==> config.mk <==
export PLATFORM = sky130hd
export DESIGN_NAME = heap_sorter_top
export DESIGN_NICKNAME = d
export VERILOG_FILES = /design/src/rtl/hs_pkg.sv /design/src/rtl/hs_dpath.sv /design/src/rtl/hs_ctrl.sv /design/src/rtl/heap_sorter_top.sv
export SDC_FILE = /design/constraint.sdc
export NUM_CORES = 2
export LEC_CHECK = 0
export BUFFER_PORTS_ARGS = -buffer_cell sky130_fd_sc_hd__buf_2
export CELL_PAD_IN_SITES_DETAIL_PLACEMENT = 1
export CELL_PAD_IN_SITES_GLOBAL_PLACEMENT = 2
export CORE_MARGIN = 8
export CORE_UTILIZATION = 42
export DETAILED_ROUTE_END_ITERATION = 8
export GPL_TIMING_DRIVEN = 0
export PLACE_DENSITY_LB_ADDON = 0.1
export SKIP_CTS_REPAIR_TIMING = 1
export SLEW_MARGIN = 20
export SYNTH_ARGS = -nofsm -noshare
export SYNTH_HDL_FRONTEND = slang
export SYNTH_HIERARCHICAL = 1
export SYNTH_SLANG_ARGS = --single-unit
==> constraint.sdc <==
create_clock -name clk -period 7.1 [get_ports clk]
set_input_delay 1.42 -clock clk [delete_from_list [all_inputs] [get_ports clk]]
set_output_delay 1.42 -clock clk [all_outputs]
set_load 0.05 [all_outputs]
==> src/rtl/hs_pkg.sv <==
// Shared types for the heap sorter: request and result payloads, and the
// command/status structs between controller and datapath. No dependencies.
`timescale 1ns / 1ps
`default_nettype none

package hs_pkg;

  // Default store depth
  localparam int DEPTH_DEF = 64;

  // Input request payload
  typedef struct packed {
    logic signed [31:0] sample_value;
    logic               final_item;
  } in_t;

  // Result payload
  typedef struct packed {
    logic signed [31:0] sorted_value;
    logic               end_of_run;
    logic               overflowed;
  } out_t;

  // Read address sources
  typedef enum logic [2:0] {
    RD_KM1,
    RD_LC,
    RD_RC,
    RD_CHILD_LC,
    RD_ROOT,
    RD_K,
    RD_OUT
  } rd_sel_t;

  // Write address/data sources
  typedef enum logic [1:0] {
    WR_LOAD,
    WR_BEST,
    WR_HOLE,
    WR_ROOT
  } wr_sel_t;

  // Controller to datapath commands
  typedef struct packed {
    logic    load;
    logic    rd_en;
    rd_sel_t rd_sel;
    logic    wr_en;
    wr_sel_t wr_sel;
    logic    sort_init;
    logic    build_pick;
    logic    heap_init;
    logic    heap_pick;
    logic    cap_v;
    logic    cap_root;
    logic    cap_lc;
    logic    cap_rc;
    logic    descend;
    logic    out_init;
    logic    out_step;
    logic    out_emit;
    logic    clear;
  } cmd_t;

  // Datapath to controller status
  typedef struct packed {
    logic k_zero;
    logic lc_in;
    logic rc_in;
    logic pick_none;
    logic child_lc_in;
    logic out_last;
  } sts_t;

endpackage

`default_nettype wire

==> src/rtl/hs_dpath.sv <==
// Heap sorter datapath: value store, sift registers, index counters, result
// register. Driven by hs_ctrl through cmd_t; depends on hs_pkg.
`timescale 1ns / 1ps
`default_nettype none

module hs_dpath
  import hs_pkg::*;
#(
  parameter int DEPTH = DEPTH_DEF
) (
  input  wire logic clk,
  input  wire logic rst_n,
  input  wire in_t  in_data,
  input  wire cmd_t cmd,
  output sts_t      sts,
  output logic      out_valid,
  output out_t      out_data
);

  localparam int AW = $clog2(DEPTH);
  localparam int CW = $clog2(DEPTH + 1);
  localparam int XW = AW + 2;

  typedef enum logic [1:0] {
    PICK_NONE,
    PICK_LC,
    PICK_RC
  } pick_t;

  logic signed [31:0] mem [DEPTH];
  logic signed [31:0] rdata_r;

  logic [CW-1:0] count_r, count_nxt;
  logic          drop_r, drop_nxt;
  logic [AW-1:0] k_r, k_nxt;
  logic [CW-1:0] len_r, len_nxt;
  logic [AW-1:0] node_r, node_nxt;
  logic [AW-1:0] idx_r, idx_nxt;
  logic signed [31:0] v_r, v_nxt;
  logic signed [31:0] root_r, root_nxt;
  logic signed [31:0] best_r, best_nxt;
  pick_t         pick_r, pick_nxt;
  logic          emit_r, emit_nxt;
  logic          last_r, last_nxt;

  logic [XW-1:0] lc, rc, child_lc, len_x;
  logic [AW-1:0] child;
  logic          room;
  logic [AW-1:0] raddr, waddr;
  logic signed [31:0] wdata;
  logic          wr_go;

  // Child indices of the current node and of the chosen child
  assign lc       = {1'b0, node_r, 1'b1};
  assign rc       = lc + XW'(1);
  assign child    = (pick_r == PICK_LC) ? lc[AW-1:0] : rc[AW-1:0];
  assign child_lc = {1'b0, child, 1'b1};
  assign len_x    = XW'(len_r);
  assign room     = count_r < CW'(DEPTH);

  // Status back to the controller
  always_comb begin
    sts.k_zero      = (k_r == '0);
    sts.lc_in       = (lc < len_x);
    sts.rc_in       = (rc < len_x);
    sts.pick_none   = (pick_r == PICK_NONE);
    sts.child_lc_in = (child_lc < len_x);
    sts.out_last    = ((XW'(idx_r) + XW'(1)) == XW'(count_r));
  end

  // Read address select
  always_comb begin
    case (cmd.rd_sel)
      RD_KM1:      raddr = k_r - AW'(1);
      RD_LC:       raddr = lc[AW-1:0];
      RD_RC:       raddr = rc[AW-1:0];
      RD_CHILD_LC: raddr = child_lc[AW-1:0];
      RD_ROOT:     raddr = '0;
      RD_K:        raddr = k_r;
      RD_OUT:      raddr = idx_r;
      default:     raddr = '0;
    endcase
  end

  // Write address and data select; drop a load when the store is full
  always_comb begin
    wr_go = cmd.wr_en;
    case (cmd.wr_sel)
      WR_LOAD: begin
        waddr = count_r[AW-1:0];
        wdata = in_data.sample_value;
        wr_go = cmd.wr_en & room;
      end
      WR_BEST: begin
        waddr = node_r;
        wdata = best_r;
      end
      WR_HOLE: begin
        waddr = node_r;
        wdata = v_r;
      end
      WR_ROOT: begin
        waddr = k_r;
        wdata = root_r;
      end
      default: begin
        waddr = node_r;
        wdata = v_r;
      end
    endcase
  end

  // Value store: one write port, one registered read port
  always_ff @(posedge clk) begin
    if (wr_go) begin
      mem[waddr] <= wdata;
    end
    if (cmd.rd_en) begin
      rdata_r <= raddr < AW'(DEPTH - 1) || raddr == AW'(DEPTH - 1) ? mem[raddr] : '0;
    end
  end

  // Next-state of counters and sift registers
  always_comb begin
    count_nxt = count_r;
    drop_nxt  = drop_r;
    k_nxt     = k_r;
    len_nxt   = len_r;
    node_nxt  = node_r;
    idx_nxt   = idx_r;
    v_nxt     = v_r;
    root_nxt  = root_r;
    best_nxt  = best_r;
    pick_nxt  = pick_r;
    emit_nxt  = cmd.out_emit;
    last_nxt  = cmd.out_emit & sts.out_last;

    // Count or drop an incoming value
    if (cmd.load) begin
      if (room) begin
        count_nxt = count_r + CW'(1);
      end else begin
        drop_nxt = 1'b1;
      end
    end
    if (cmd.sort_init) begin
      k_nxt = AW'(count_r >> 1);
    end
    if (cmd.heap_init) begin
      k_nxt = AW'(count_r - CW'(1));
    end
    // Start a build sift at node k-1 over the whole set
    if (cmd.build_pick) begin
      node_nxt = k_r - AW'(1);
      len_nxt  = count_r;
      k_nxt    = k_r - AW'(1);
    end
    // Start an extraction sift at the root over the shrunk heap
    if (cmd.heap_pick) begin
      node_nxt = '0;
      len_nxt  = CW'(k_r);
      k_nxt    = k_r - AW'(1);
    end
    if (cmd.cap_v) begin
      v_nxt = rdata_r;
    end
    if (cmd.cap_root) begin
      root_nxt = rdata_r;
    end
    // Compare left child against the carried value
    if (cmd.cap_lc) begin
      if (rdata_r > v_r) begin
        best_nxt = rdata_r;
        pick_nxt = PICK_LC;
      end else begin
        best_nxt = v_r;
        pick_nxt = PICK_NONE;
      end
    end
    // Compare right child against the best so far
    if (cmd.cap_rc) begin
      if (rdata_r > best_r) begin
        best_nxt = rdata_r;
        pick_nxt = PICK_RC;
      end
    end
    if (cmd.descend) begin
      node_nxt = child;
    end
    if (cmd.out_init) begin
      idx_nxt = '0;
    end
    if (cmd.out_step) begin
      idx_nxt = idx_r + AW'(1);
    end
    if (cmd.clear) begin
      count_nxt = '0;
      drop_nxt  = 1'b0;
    end
  end

  // Control state
  always_ff @(posedge clk) begin
    if (!rst_n) begin
      count_r <= '0;
      drop_r  <= 1'b0;
      emit_r  <= 1'b0;
    end else begin
      count_r <= count_nxt;
      drop_r  <= drop_nxt;
      emit_r  <= emit_nxt;
    end
  end

  // Payload registers
  always_ff @(posedge clk) begin
    k_r    <= k_nxt;
    len_r  <= len_nxt;
    node_r <= node_nxt;
    idx_r  <= idx_nxt;
    v_r    <= v_nxt;
    root_r <= root_nxt;
    best_r <= best_nxt;
    pick_r <= pick_nxt;
    last_r <= last_nxt;
  end

  // Result: read data registered in the cycle after its address
  assign out_valid             = emit_r;
  assign out_data.sorted_value = rdata_r;
  assign out_data.end_of_run   = last_r;
  assign out_data.overflowed   = drop_r;

endmodule

`default_nettype wire

==> src/rtl/hs_ctrl.sv <==
// Heap sorter controller: one-hot state machine that sequences loading,
// heap build, root extraction and readout. Depends on hs_pkg.
`timescale 1ns / 1ps
`default_nettype none

module hs_ctrl
  import hs_pkg::*;
(
  input  wire logic clk,
  input  wire logic rst_n,
  input  wire logic start,
  input  wire logic in_final,
  input  wire sts_t sts,
  output cmd_t      cmd,
  output logic      busy
);

  typedef enum logic [12:0] {
    S_IDLE      = 13'b0000000000001,
    S_SORT_INIT = 13'b0000000000010,
    S_BLD_NEXT  = 13'b0000000000100,
    S_SD_LOADV  = 13'b0000000001000,
    S_SD_START  = 13'b0000000010000,
    S_SD_LC     = 13'b0000000100000,
    S_SD_RC     = 13'b0000001000000,
    S_SD_DEC    = 13'b0000010000000,
    S_SD_FIN    = 13'b0000100000000,
    S_HP_NEXT   = 13'b0001000000000,
    S_HP_RD0    = 13'b0010000000000,
    S_HP_RDK    = 13'b0100000000000,
    S_OUT_RD    = 13'b1000000000000
  } state_t;

  state_t state_r, state_nxt;
  logic   heap_phase_r, heap_phase_nxt;
  state_t ret_state;
  logic   clear_r;

  // Where a finished sift returns to
  assign ret_state = heap_phase_r ? S_HP_NEXT : S_BLD_NEXT;
  // Stay busy through the cycle that carries the last result
  assign busy      = (state_r != S_IDLE) || clear_r;

  // Next state and commands
  always_comb begin
    state_nxt      = state_r;
    heap_phase_nxt = heap_phase_r;
    cmd            = '0;
    cmd.clear      = clear_r;
    case (state_r)
      S_IDLE: begin
        if (start && !clear_r) begin
          cmd.load   = 1'b1;
          cmd.wr_en  = 1'b1;
          cmd.wr_sel = WR_LOAD;
          if (in_final) begin
            state_nxt = S_SORT_INIT;
          end
        end
      end
      S_SORT_INIT: begin
        cmd.sort_init  = 1'b1;
        heap_phase_nxt = 1'b0;
        state_nxt      = S_BLD_NEXT;
      end
      // Walk build nodes from the last parent down to the root
      S_BLD_NEXT: begin
        if (sts.k_zero) begin
          cmd.heap_init  = 1'b1;
          heap_phase_nxt = 1'b1;
          state_nxt      = S_HP_NEXT;
        end else begin
          cmd.build_pick = 1'b1;
          cmd.rd_en      = 1'b1;
          cmd.rd_sel     = RD_KM1;
          state_nxt      = S_SD_LOADV;
        end
      end
      S_SD_LOADV: begin
        cmd.cap_v = 1'b1;
        state_nxt = S_SD_START;
      end
      S_SD_START: begin
        if (sts.lc_in) begin
          cmd.rd_en  = 1'b1;
          cmd.rd_sel = RD_LC;
          state_nxt  = S_SD_LC;
        end else begin
          state_nxt = S_SD_FIN;
        end
      end
      S_SD_LC: begin
        cmd.cap_lc = 1'b1;
        if (sts.rc_in) begin
          cmd.rd_en  = 1'b1;
          cmd.rd_sel = RD_RC;
          state_nxt  = S_SD_RC;
        end else begin
          state_nxt = S_SD_DEC;
        end
      end
      S_SD_RC: begin
        cmd.cap_rc = 1'b1;
        state_nxt  = S_SD_DEC;
      end
      // Settle the carried value here, or move the larger child up
      S_SD_DEC: begin
        cmd.wr_en = 1'b1;
        if (sts.pick_none) begin
          cmd.wr_sel = WR_HOLE;
          state_nxt  = ret_state;
        end else begin
          cmd.wr_sel  = WR_BEST;
          cmd.descend = 1'b1;
          if (sts.child_lc_in) begin
            cmd.rd_en  = 1'b1;
            cmd.rd_sel = RD_CHILD_LC;
            state_nxt  = S_SD_LC;
          end else begin
            state_nxt = S_SD_FIN;
          end
        end
      end
      S_SD_FIN: begin
        cmd.wr_en  = 1'b1;
        cmd.wr_sel = WR_HOLE;
        state_nxt  = ret_state;
      end
      // Extract the root into slot k, then sift the old slot-k value down
      S_HP_NEXT: begin
        if (sts.k_zero) begin
          cmd.out_init = 1'b1;
          state_nxt    = S_OUT_RD;
        end else begin
          cmd.rd_en  = 1'b1;
          cmd.rd_sel = RD_ROOT;
          state_nxt  = S_HP_RD0;
        end
      end
      S_HP_RD0: begin
        cmd.cap_root = 1'b1;
        cmd.rd_en    = 1'b1;
        cmd.rd_sel   = RD_K;
        state_nxt    = S_HP_RDK;
      end
      S_HP_RDK: begin
        cmd.cap_v     = 1'b1;
        cmd.wr_en     = 1'b1;
        cmd.wr_sel    = WR_ROOT;
        cmd.heap_pick = 1'b1;
        state_nxt     = S_SD_START;
      end
      // Stream the sorted store out, one result per cycle
      S_OUT_RD: begin
        cmd.rd_en    = 1'b1;
        cmd.rd_sel   = RD_OUT;
        cmd.out_emit = 1'b1;
        cmd.out_step = 1'b1;
        if (sts.out_last) begin
          state_nxt = S_IDLE;
        end
      end
      default: begin
        state_nxt = S_IDLE;
      end
    endcase
  end

  // Hold the last result's flags, then clear the set on return to idle
  always_ff @(posedge clk) begin
    if (!rst_n) begin
      state_r      <= S_IDLE;
      heap_phase_r <= 1'b0;
      clear_r      <= 1'b0;
    end else begin
      state_r      <= state_nxt;
      heap_phase_r <= heap_phase_nxt;
      clear_r      <= (state_r == S_OUT_RD) && sts.out_last;
    end
  end

endmodule

`default_nettype wire

==> src/rtl/heap_sorter_top.sv <==
// Heap sorter top level: joins hs_ctrl and hs_dpath and checks the start,
// busy and result behavior. Depends on hs_pkg, hs_ctrl, hs_dpath.
`timescale 1ns / 1ps
`default_nettype none

// Collects signed 32-bit values, one per start request taken while busy is
// low, into a store of DEPTH entries; values past DEPTH are dropped and mark
// every result of that set as overflowed. A request with final_item set ends
// the set: busy rises and the block heap-sorts the stored values through a
// single-read, single-write store; each tree level of a sift reads the left
// child, reads the right child if there is one, and decides, and each sift
// also fetches and settles the carried value. Then the results follow on
// out_valid back to back, ascending, the last marked with end_of_run; busy
// falls after the cycle of the last result.
// Results are not held: the receiver must take each one in its cycle.
// Loading a non-final value gives no result.
module heap_sorter_top
  import hs_pkg::*;
#(
  parameter int DEPTH = DEPTH_DEF
) (
  input  wire logic clk,
  input  wire logic rst_n,
  input  wire logic start,
  output logic      busy,
  input  wire in_t  in_data,
  output logic      out_valid,
  output out_t      out_data
);

  cmd_t cmd;
  sts_t sts;

  hs_ctrl u_ctrl (
    .clk      (clk),
    .rst_n    (rst_n),
    .start    (start),
    .in_final (in_data.final_item),
    .sts      (sts),
    .cmd      (cmd),
    .busy     (busy)
  );

  hs_dpath #(
    .DEPTH (DEPTH)
  ) u_dpath (
    .clk       (clk),
    .rst_n     (rst_n),
    .in_data   (in_data),
    .cmd       (cmd),
    .sts       (sts),
    .out_valid (out_valid),
    .out_data  (out_data)
  );

  // Results only come out during a sort
  a_out_busy : assert property (@(posedge clk) disable iff (!rst_n)
    out_valid |-> busy)
    else $error("result outside a sort");

  // A final request starts the sort
  a_final_busy : assert property (@(posedge clk) disable iff (!rst_n)
    (start && !busy && in_data.final_item) |=> busy)
    else $error("final request did not start the sort");

  // A non-final request leaves the block ready
  a_load_idle : assert property (@(posedge clk) disable iff (!rst_n)
    (start && !busy && !in_data.final_item) |=> (!busy && !out_valid))
    else $error("non-final request did not return to idle");

  // The last result ends the run
  a_last_ends : assert property (@(posedge clk) disable iff (!rst_n)
    (out_valid && out_data.end_of_run) |=> !out_valid)
    else $error("result after end of run");

endmodule

`default_nettype wire

Word-level counts from Yosys, hierarchy flattened
Memories as Yosys holds them, arrays and structs flattened. A register that Yosys moved wholly into a read port is not among the register bits. Index checks and enable logic that the tools add are counted. Widths: inputs -> output; s select.

Bits in registers: 148. Bits in latches: 0. Bits in writable memories: 2048. Bits in read-only memories: 0. Input bits: 36. Output and inout bits: 36. Memories: 1.

Memory list: u_dpath.mem (depth 64, width 32, read ports 1, clocked after Yosys merged registers in 1, write ports 1, RTL line hs_dpath.sv:30) `logic signed [31:0] mem [DEPTH];`.

$add $sub $neg: 6. $mul: 0. Div/mod/pow operators: 0. $lt $le $gt $ge: 7. Equality and inequality tests: 29. Shift operators: 0. Mux-type cells: 64. Bitwise logic cells: 4. Reductions and logical operators: 22.

Operator list (number): $pmux 13 s12 (1); $mux 32 (4); $pmux 32 s4 (1); $mux 6 (12); $mux 13 (5); $gt 32x32->1 (2); $pmux 6 s6 (1); $pmux 4 s7 (1); $mux 4 (6); $mux 10 (2); $mux 1 (18); $mux 9 (2); $pmux 6 s3 (1); $lt 7x7->1 (2); $eq 13x1->1 const B (1); $eq 13x10->1 const B (1); $eq 13x11->1 const B (1); $eq 13x12->1 const B (1); $eq 13x13->1 const B (1); $eq 13x2->1 const B (1); $eq 13x3->1 const B (1); $eq 13x4->1 const B (1); $eq 13x5->1 const B (1); $eq 13x6->1 const B (1); 40 further kinds (64).

Logic depth before layout (Yosys ltp)
Depth after elaboration: 11. Depth in mapped cells: 26. Mapped depth without buffers: 20.

Modules after synthesis
The synthesis kept the hierarchy.

Modules (own cells, without submodules): hs_dpath (instances 1, cells each 6414, area an instance 91064.8 µm², sequential area each 66003.3 µm²); hs_ctrl (instances 1, cells each 123, area an instance 998.5 µm², sequential area each 300.3 µm²).

Least setup slack after synthesis
Ideal clock, no wire load.

Path kind: reg-to-reg. Start point: reg u_ctrl.state_r[1]. End point: reg u_dpath.rdata_r[15], read port of u_dpath.mem (data pin). Arrival time: 6.578 ns. Data required time: 6.844 ns. Setup slack: 0.266 ns. Stages on the path, launching flop included: 17. Path buffers: 5. Clock period less this slack: 6.834 ns. Cell sequence: dfxtp_1 buf_2 nor4_1 nand2_1 nor4_1 nand2b_1 buf_2 and2b_1 a2bb2oi_1 o221ai_1 buf_2 buf_2 buf_1 mux4_2 a221oi_1 nand2_1 and4_1.

RTL lines: start, declared (RTL line hs_ctrl.sv:34) `state_t state_r, state_nxt;`; start signal, assigned (RTL line hs_ctrl.sv:176) `state_r <= state_nxt;`; end, declared (RTL line hs_dpath.sv:31) `logic signed [31:0] rdata_r;`.

==> flow_summary.ini <==
[synthesis]
syn_area_um2 = 92100
yosys_register_bits = 2228
synth_cell_types = 86
ys_warn_count = 6
syn_area_per_cell_um2 = 14.1
synth_area_leader_cell = edfxtp_1
ys_seq_area_share_pct = 72.0
synthArstFlopShare_pct = 0
ys.flop_type = edfxtp_1
synth_top_cell_area_share_pct = 70.7
synth_edf_count = 2168
netlist_instances = 6537
syn-num-nets = 6665
synthTopCellsByArea = edfxtp_1 71%, nand2_1 4.2%, a211oi_1 3.9%, nor2b_1 3.4%, a311oi_1 2.2%

[setup_path]
path_max_fanout = 12
arrival_ns = 7.48
end_kind = register
slowest_stage = buf_2
r2r_slack_ns = 0.24
slowest_delay_ns = 0.63
cp.required_ns = 7.72
worstSetupStartpointType = register
crit_chain = ha_1 > nand3_1 > xnor2_1 > ha_1 > o21ai_0 > nand2b_1 > a211oi_2 > and3_1 > a211o_1 > nor2b_1 > buf_2 > a221oi_1 > a41o_1 > buf_2 > buf_2 > clkbuf_1 > a21oi_1 > a22oi_1 > and4_1
cpMostUsedCell = buf_2
crit_type = reg -> reg

[clocking]
clock_path_buffers = 3
cts_num_sinks = 2228
cts_root_buf = clkbuf_16
htreeDepth = 4
cts_tree = done
insertion_delay_ns = 0.90
cts-buffers-inserted = 236
clk_transition_reported_paths_ns = 0.06

[global_route]
antenna_found_initial = 52
overflow = 0
grt_start_max_net_pins = 33
track_usage_pct = 28.9
first_global_vias = 62700
grt_pass1_wl_mm = 486

[floorplanning]
die_area_um2 = 234000
core_um2 = 219000
die_h_um = 484
die_w_um = 484
rows = 172
initial_core_util_pct = 42.1
io_pins = 72

[placement]
dp_cells = 9688
pre_cts_slack_ns = -0.879
hpwl_mm = 256
dpl_cell_area_um2 = 102000
gp_congestion = 0.964
port_buffers = 71

[sta]
fmax_ghz = 0.146
maxSlewHeadroom_pct = 19.9
fin_setup_tns_ns = 0
finalClockSkew_ns = 0.0508
period_share_pct = 96.6
finalHoldViolCount = 0
fin_ws_ns = 0.243
period_minus_slack_ns = 6.86
worst_pin_slew_ns = 1.19
drv_slew = 0
setup_viol = 0

[pwr]
vdd_drop_max_uv = 263
leakage_nw = 36.0
powerDensity_nw_per_um2 = 258

[drt]
wl_per_cell_um = 34.5
vias_per_cell = 6.15
wl_mm = 350
drt-pass1-iter-count = 8
via_count = 62600
drt_iter0_drc = 7092
postRouteAntennaNets = 0
drc = 0

[hold_path]
hp-class = reg -> reg

[finish]
utilization_pct = 50.3
drive_gt1_share_pct = 15.7
design_area_um2 = 110000
num-nets-final = 7187
area_growth_pct = 19.6
instances_no_fill = 10200

[outcome]
status = finished, final reports clean

[job]
drv_cap = 0
[final cells by class]
class / count / area, um^2
Fill cell: 21200 / 109000
Clock inverter: 147 / 1540
Multi-Input combinational cell: 3713 / 24500
Sequential cell: 2228 / 66300
Antenna cell: 31 / 77.6
Buffer: 473 / 2400
Timing Repair Buffer: 284 / 5050
Clock buffer: 295 / 6230
Inverter: 123 / 462
Tap cell: 2871 / 3590
[kinds of logic after synthesis]
| kind of cell | share of synthesized area (%) |
|---|---|
| AOI/OAI and AO/OA | 11.5 |
| buffers and inverters | 2.93 |
| muxes | 1.70 |
| and+or+nand+nor | 10.3 |
| adders and majority gates | 1.25 |
| DFF | 72.0 |
| xor gates and xnor gates | 0.295 |
[layer usage]
metal  track usage, %  share of wire, %  vias up
met5                0             0.019        -
met3             5.46               8.2      661
li1                 -                 -    26300
met1             39.5                41    32700
met2             44.5                45     2802
met4             14.7               5.5       10
[cells in the final DEF (no fill, tap or decap), types with 29 or more instances in the layout]
master / count
dfxtp_1: 60
buf_4: 63
a222oi_1: 33
diode_2: 31
a211oi_1: 479
clkbuf_1: 239
a311oi_1: 223
a31oi_1: 251
nor2_4: 64
buf_16: 115
buf_2: 187
a22oi_1: 74
nor2_1: 86
clkinv_2: 29
mux2i_1: 40
a21oi_1: 242
nand4_1: 55
ha_1: 92
clkbuf_2: 71
nand2_1: 1030
edfxtp_1: 2168
clkinv_1: 64
clkbuf_16: 239
buf_12: 47
mux4_2: 34
and4_1: 29
mux2i_4: 32
inv_1: 123
nand3_1: 105
a22oi_2: 59
nor2b_1: 501
[registers in the layout, summed over array words and instances (netlist names), 2 cells and up]
name,count
u_ctrl/state_r,13
u_dpath/best_r,32
u_dpath/count_r,7
u_dpath/idx_r,6
u_dpath/k_r,6
u_dpath/len_r,7
u_dpath/mem,2048
u_dpath/node_r,6
u_dpath/pick_r,2
u_dpath/rdata_r,32
u_dpath/root_r,32
u_dpath/v_r,32
[Yosys cell counts, types with 16 or more instances]
| cell | number |
|---|---|
| nand2_1 | 1030 |
| and4_1 | 31 |
| buf_1 | 25 |
| nor2_1 | 150 |
| a211oi_1 | 480 |
| inv_1 | 123 |
| nand3_1 | 105 |
| o21ai_0 | 31 |
| mux4_2 | 34 |
| a31oi_1 | 253 |
| nor2b_1 | 501 |
| buf_4 | 50 |
| a22oi_1 | 133 |
| a21oi_1 | 269 |
| clkbuf_1 | 256 |
| xor2_1 | 16 |
| ha_1 | 92 |
| edfxtp_1 | 2168 |
| buf_2 | 126 |
| and2_1 | 18 |
| a311oi_1 | 227 |
| mux2i_1 | 72 |
| dfxtp_1 | 60 |
| a222oi_1 | 33 |
| nand4_1 | 55 |
[report_power, final]
group          internal (mW)  switching, mW  leakage (nW)
logic                  0.390           1.01          12.3
clock network           7.16           5.34          3.75
registers               14.5         0.0150          20.0
total                   22.0           6.37          36.0
[path summary, 6_finish.rpt]
kind	start	endpoint	depth (start not counted)
max	u_dpath/node_r[0]	u_dpath/rdata_r[9]	19
min	u_dpath/drop_r	u_dpath/drop_r	2
max reg2reg	u_dpath/node_r[0]	u_dpath/rdata_r[9]	19
min reg2reg	u_dpath/drop_r	u_dpath/drop_r	2
[per-stage QoR]
step / power (mW) / hold slack, ns
floorplan: 15.3 / 0.438
detailed placement: 16.1 / 0.472
global route: 29.0 / 0.530
global placement: 15.9 / 0.451
finish: 28.4 / 0.485
CTS: 28.5 / 0.487
[worst max-delay path, delay by kind of cell, from the launching register on]
kind,cells,cell delay [ns]
AO/OA/AOI/OAI,7,2.05
XOR/XNOR,1,0.37
adder cells (fa/ha/maj),2,0.68
buffers and inverters,4,1.69
flip-flops,1,0.56
AND/OR/NAND/NOR,5,1.19
Power figures use the tool's default switching activity.
